===== src/rtl/core/triangle_plane_slice_unit_macros.svh =====
// Assertion macros for the triangle plane slice unit.
// Expects signals clk and arst_n in the scope of use.
`ifndef TRIANGLE_PLANE_SLICE_UNIT_MACROS_SVH
`define TRIANGLE_PLANE_SLICE_UNIT_MACROS_SVH

// Same-cycle implication, idle during reset
`define TPS_ASSERT_NOW(lbl, ante, cons, msg) \
	lbl: assert property (@(posedge clk) disable iff (!arst_n) (ante) |-> (cons)) \
		else $error(msg);

// Next-cycle implication, idle during reset
`define TPS_ASSERT_NEXT(lbl, ante, cons, msg) \
	lbl: assert property (@(posedge clk) disable iff (!arst_n) (ante) |=> (cons)) \
		else $error(msg);

`endif


===== src/rtl/core/tps_pkg.sv =====
// Shared types and constants for the triangle plane slice unit.
// No dependencies.
`timescale 1ns / 1ps
`default_nettype none

package tps_pkg;

	localparam int COORD_WIDTH = 32;
	// interpolator depth: multiply, one stage per quotient bit, round
	localparam int INTERP_LAT  = COORD_WIDTH + 2;

	typedef logic signed [COORD_WIDTH-1:0] coord_t;
	typedef logic [COORD_WIDTH-1:0]        umag_t;

	typedef struct packed {
		coord_t ax;
		coord_t ay;
		coord_t az;
		coord_t bx;
		coord_t by_coord;
		coord_t bz;
		coord_t cx;
		coord_t cy;
		coord_t cz;
		coord_t plane_z;
	} triangle_t;

	typedef struct packed {
		logic   hit;
		coord_t x_first;
		coord_t y_first;
		coord_t x_second;
		coord_t y_second;
	} segment_t;

	// one crossing edge, both coordinates
	typedef struct packed {
		umag_t  num;
		umag_t  den;
		umag_t  mag_x;
		logic   neg_x;
		coord_t base_x;
		umag_t  mag_y;
		logic   neg_y;
		coord_t base_y;
	} edge_t;

	// operands of one interpolation
	typedef struct packed {
		umag_t  num;
		umag_t  den;
		umag_t  mag;
		logic   neg;
		coord_t base;
	} interp_op_t;

endpackage

`default_nettype wire


===== src/rtl/core/tps_front.sv =====
// Edge test and crossing selection: two pipeline stages.
// Depends on tps_pkg.
`timescale 1ns / 1ps
`default_nettype none

module tps_front (
	input  wire logic              clk,
	input  wire logic              en,
	input  tps_pkg::triangle_t     triangle,
	output logic                   hit_s2,
	output tps_pkg::edge_t         first_s2,
	output tps_pkg::edge_t         second_s2
);
	import tps_pkg::*;

	coord_t x [3];
	coord_t y [3];
	coord_t z [3];
	coord_t zp;

	edge_t  edge_c  [3];
	logic   cross_c [3];
	edge_t  edge_s1 [3];
	logic   cross_s1 [3];

	logic [1:0] cnt;
	edge_t      first_c;
	edge_t      second_c;

	assign x[0] = triangle.ax;
	assign y[0] = triangle.ay;
	assign z[0] = triangle.az;
	assign x[1] = triangle.bx;
	assign y[1] = triangle.by_coord;
	assign z[1] = triangle.bz;
	assign x[2] = triangle.cx;
	assign y[2] = triangle.cy;
	assign z[2] = triangle.cz;
	assign zp   = triangle.plane_z;

	// test each edge for a strict crossing and form its differences
	for (genvar e = 0; e < 3; e++) begin : g_edge
		localparam int J = (e + 1) % 3;
		logic below_i;
		logic above_i;
		logic below_j;
		logic above_j;
		assign below_i = z[e] < zp;
		assign above_i = z[e] > zp;
		assign below_j = z[J] < zp;
		assign above_j = z[J] > zp;
		assign cross_c[e] = (below_i && above_j) || (above_i && below_j);
		assign edge_c[e].num    = below_i ? umag_t'(zp - z[e]) : umag_t'(z[e] - zp);
		assign edge_c[e].den    = below_i ? umag_t'(z[J] - z[e]) : umag_t'(z[e] - z[J]);
		assign edge_c[e].neg_x  = x[J] < x[e];
		assign edge_c[e].mag_x  = edge_c[e].neg_x ? umag_t'(x[e] - x[J])
		                                           : umag_t'(x[J] - x[e]);
		assign edge_c[e].base_x = x[e];
		assign edge_c[e].neg_y  = y[J] < y[e];
		assign edge_c[e].mag_y  = edge_c[e].neg_y ? umag_t'(y[e] - y[J])
		                                           : umag_t'(y[J] - y[e]);
		assign edge_c[e].base_y = y[e];
	end

	// stage one: hold edge results
	always_ff @(posedge clk) begin
		if (en) begin
			for (int e = 0; e < 3; e++) begin
				edge_s1[e]  <= edge_c[e];
				cross_s1[e] <= cross_c[e];
			end
		end
	end

	// pick the first two crossings in edge order
	always_comb begin
		cnt      = 2'(cross_s1[0]) + 2'(cross_s1[1]) + 2'(cross_s1[2]);
		first_c  = cross_s1[0] ? edge_s1[0] : (cross_s1[1] ? edge_s1[1] : edge_s1[2]);
		second_c = (cross_s1[0] && cross_s1[1]) ? edge_s1[1] : edge_s1[2];
	end

	// stage two
	always_ff @(posedge clk) begin
		if (en) begin
			hit_s2    <= (cnt == 2'd2);
			first_s2  <= first_c;
			second_s2 <= second_c;
		end
	end

endmodule

`default_nettype wire


===== config.mk =====
export PLATFORM = sky130hd
export DESIGN_NAME = tps_front
export DESIGN_NICKNAME = d
export VERILOG_FILES = /design/src/rtl/core/triangle_plane_slice_unit_macros.svh /design/src/rtl/core/tps_pkg.sv /design/src/rtl/core/tps_front.sv
export SDC_FILE = /design/constraint.sdc
export NUM_CORES = 2
export LEC_CHECK = 0
export ABC_CLOCK_PERIOD_IN_PS = 6200
export BUFFER_PORTS_ARGS = -buffer_cell sky130_fd_sc_hd__buf_2
export CAP_MARGIN = 20
export CORE_UTILIZATION = 55
export CTS_CLUSTER_SIZE = 40
export DETAILED_ROUTE_END_ITERATION = 6
export PLACE_DENSITY = 0.75
export SLEW_MARGIN = 20
export SYNTH_ARGS = -nofsm -noshare
export SYNTH_HDL_FRONTEND = slang
export SYNTH_SLANG_ARGS = --single-unit

===== constraint.sdc =====
create_clock -name clk -period 6.2 [get_ports clk]
set_clock_uncertainty 0.15 [all_clocks]
set_input_delay 1.86 -clock clk [delete_from_list [all_inputs] [get_ports clk]]
set_output_delay 1.86 -clock clk [all_outputs]
set_load 0.01 [all_outputs]

==> insert_results.sql <==
INSERT INTO impl_metrics (metric_group, metric, value, unit) VALUES
('timing', 'finalWorstPathRequiredPeriod', '5.89', 'ns'),
('global_route', 'grt_most_used_layer', 'met2', ''),
('timing', 'maxClockFrequency', '170', 'MHz'),
('global_route', 'gr-usage-met1', '0.454', ''),
('floorplan', 'ios', '711', ''),
('worst_setup_path', 'worst_setup_path_startpoint', 'triangle[224]', ''),
('drt', 'drt_first_pass_iters', '7', ''),
('logic_synthesis', 'synth-seq-cells', '974', ''),
('placement', 'dpl.cell_count', '9749', ''),
('logic_synthesis', 'synth_nets', '8625', ''),
('cts', 'cts_tree', 'done', ''),
('cts', 'total_setup_buffers_inserted_after_cts', '0', ''),
('cts', 'h-tree-depth', '3', ''),
('global_route', 'number_of_antenna_violations_at_the_first_check_in_global_routing', '88', ''),
('worst_setup_path', 'worstSetupPathType', 'primary input to flop', ''),
('timing', 'timing_hold_violations_final', '0', ''),
('pwr', 'clockPowerShare', '0.276', ''),
('pwr', 'maximum_ir_drop_on_the_vdd_rail', '0.247', 'mV'),
('worst_setup_path', 'critical_path.endpoint', 'edge_s1[0][178]', ''),
('final_layout', 'final_cell_count_no_fill', '9986', ''),
('pwr', 'total_switching_power', '8.08', 'mW'),
('global_route', 'grt_max_degree', '169', ''),
('timing', 'postLayoutSetupSlackWorst', '0.315', 'ns'),
('hold_path', 'hold_path.class', 'flop to flop', ''),
('pwr', 'power.sequential.fraction', '0.399', ''),
('worst_setup_path', 'worst_path_largest_cell_delay', '1.04', 'ns'),
('final_layout', 'finish.net_count', '9188', ''),
('global_route', 'grt_pass1_vias', '61401', ''),
('final_layout', 'utilization', '0.623', ''),
('worst_setup_path', 'crit_fanout', '27', ''),
('cts', 'clock_sink_count', '974', ''),
('logic_synthesis', 'synth_edf_count', '974', ''),
('worst_setup_path', 'worst_setup_path_end_kind', 'flop', ''),
('cts', 'clock_insertion_delay_worst_skew', '0.75', 'ns'),
('drt', 'postRouteAntennaNets', '0', ''),
('logic_synthesis', 'postSynth.topFlopCell', 'sky130_fd_sc_hd__edfxtp_1', ''),
('run_status', 'failing_checks', 'design-rule violations', ''),
('cts', 'postCtsResizedCells', '0', ''),
('cts', 'clock_tree.root_cell', 'sky130_fd_sc_hd__clkbuf_16', ''),
('timing', 'min_period_over_period', '0.949', ''),
('global_route', 'globalRouteTotalUtil', '0.387', ''),
('floorplan', 'overall_die_height', '369', 'um'),
('logic_synthesis', 'async_flop_share', '0', ''),
('cts', 'cts_buffer_depth', '3', ''),
('drt', 'drt-initial-drc-count', '7026', ''),
('logic_synthesis', 'synth_top_cells_by_area', 'sky130_fd_sc_hd__edfxtp_1 (40%), sky130_fd_sc_hd__ha_1 (13%), sky130_fd_sc_hd__a21oi_1 (4.7%)', ''),
('pwr', 'power.static_leakage', '36.5', 'nW'),
('drt', 'drt_drc_violations_left', '11', ''),
('hold_path', 'hold_path_startpoint', 'edge_s1[0][183]', ''),
('final_layout', 'drive_gt1_frac', '0.161', ''),
('placement', 'portBuffers', '710', ''),
('cts', 'cts.reportedPaths.clkPinSlew', '0.06', 'ns'),
('final_layout', 'layout.cell_area.non_filler', '0.0832', 'mm^2'),
('final_layout', 'fill_cells', '11164', ''),
('worst_setup_path', 'r2r_end', 'second_s2[94]', ''),
('worst_setup_path', 'arrival', '6.18', 'ns'),
('worst_setup_path', 'critical_path_buf_inv_count', '4', ''),
('logic_synthesis', 'netlist_instances', '7525', ''),
('worst_setup_path', 'path_depth', '17', ''),
('pwr', 'power-per-cell-area', '280', 'mW/mm^2'),
('timing', 'worst_slew_pin_slew', '1.20', 'ns'),
('timing', 'grt_setup_unrepaired', 'no', ''),
('worst_setup_path', 'setup.worst_path.start_class', 'primary input', ''),
('placement', 'place_area', '0.0796', 'mm^2'),
('worst_setup_path', 'worst_r2r_path_depth', '4', ''),
('worst_setup_path', 'cpMaxStageDelayCell', 'sky130_fd_sc_hd__o41ai_1', ''),
('run_status', 'outcome', 'finished with violations', ''),
('logic_synthesis', 'netlist-cell-type-count', '100', ''),
('global_route', 'global_route.usage.met3', '0.104', ''),
('drt', 'detail_route.wirelength', '273000', 'um'),
('floorplan', 'floorplan.initialDensity', '0.554', '');
cell type report:
cell class / count / area (um^2) / share of cell area
timing repair buffer: 874 / 5040 / 0.0606
clock buffer: 120 / 2660 / 0.0320
clock inverter: 73 / 831 / 0.00999
antenna: 43 / 108 / 0.00129
tap: 1768 / 2210 / 0.0266
sequential: 974 / 29200 / 0.352
multi-input combinational: 5660 / 41300 / 0.497
inverter: 474 / 1780 / 0.0214
per-layer routing:
layer,part of all wire,wire length [um]
met1,0.37,102000
met2,0.46,125000
met3,0.094,25600
met4,0.072,19700
met5,0.0015,400
placed cells by master (no fill, tap or decap), drive strengths merged, types with 19 or more instances in the layout:
master	count
a31o	20
a31oi	92
buf	874
o211ai	53
diode	43
mux2	204
ha	753
a211oi	96
xor2	153
a2111oi	26
nand3	118
or2	19
o21ai	614
a221oi	33
nand2b	73
nand4	79
o31ai	40
a21o	358
and2	32
nor2	358
nor2b	114
nor3	94
clkbuf	120
clkinv	45
or3	27
mux2i	319
inv	481
and3	41
edfxtp	974
o21bai	101
fa	25
a21oi	692
o21a	79
xnor2	196
nand2	581
worst min path at each step:
stage | to | cells after the start
2_1_floorplan | first_s2[0] | 2
3_3_place_gp | first_s2[76] | 2
3_5_place_dp | first_s2[11] | 2
4_1_cts | first_s2[183] | 2
5_1_grt | first_s2[183] | 2
6_report | first_s2[183] | 2
registers in the layout, indices dropped and copies added, names as in the netlist:
| register | cells |
|---|---|
| cross_s1 | 3 |
| edge_s1 | 582 |
| first_s2 | 194 |
| hit_s2 | 1 |
| second_s2 | 194 |
stage by stage:
step,hold WS [ns],power (mW)
global route,0.355,24.2
global placement,0.354,16.7
finish,0.340,23.3
CTS,0.343,23.2
detailed placement,0.362,16.8
floorplan,0.350,13.8
power by group through the flow:
stage	clock network, mW	logic [mW]	registers (mW)
2_1_floorplan	0	4.43	9.37
3_3_place_gp	0	7.29	9.37
3_5_place_dp	0	7.37	9.42
4_1_cts	6.51	7.43	9.30
5_1_grt	6.72	8.07	9.38
6_report	6.45	7.58	9.30
logic make-up (layout without fill, tap and decap cells):
kind of cell,Yosys count,after routing,synth area share
compound gates,2407,2407,0.206
simple gates,1603,1603,0.102
flops,974,974,0.395
buf+inv,891,1541,0.0473
fa+ha+maj,778,778,0.134
mux,523,523,0.0742
xor+xnor,349,349,0.0413
other cells,0,43,0
worst min-delay path: stages (launching register included):
cell	delay (ns)
sky130_fd_sc_hd__edfxtp_1	0.32
sky130_fd_sc_hd__nand2_1	0.05
sky130_fd_sc_hd__o21ai_0	0.06
Yosys cell counts (54+ instances only):
master	count
sky130_fd_sc_hd__xnor2_1	196
sky130_fd_sc_hd__mux2i_1	319
sky130_fd_sc_hd__buf_2	63
sky130_fd_sc_hd__clkbuf_1	325
sky130_fd_sc_hd__edfxtp_1	974
sky130_fd_sc_hd__nor3_1	94
sky130_fd_sc_hd__o21ai_1	54
sky130_fd_sc_hd__a21o_1	358
sky130_fd_sc_hd__a211oi_1	92
sky130_fd_sc_hd__ha_1	753
sky130_fd_sc_hd__mux2_2	203
sky130_fd_sc_hd__a21oi_1	688
sky130_fd_sc_hd__o21bai_1	101
sky130_fd_sc_hd__xor2_1	153
sky130_fd_sc_hd__a31oi_1	89
sky130_fd_sc_hd__nand2b_1	73
sky130_fd_sc_hd__nor2b_1	114
sky130_fd_sc_hd__o21a_1	79
sky130_fd_sc_hd__nand2_1	580
sky130_fd_sc_hd__nand3_1	118
sky130_fd_sc_hd__nor2_1	358
sky130_fd_sc_hd__inv_1	470
sky130_fd_sc_hd__o21ai_0	559
sky130_fd_sc_hd__nand4_1	79
(Power assumes the default switching activity.)
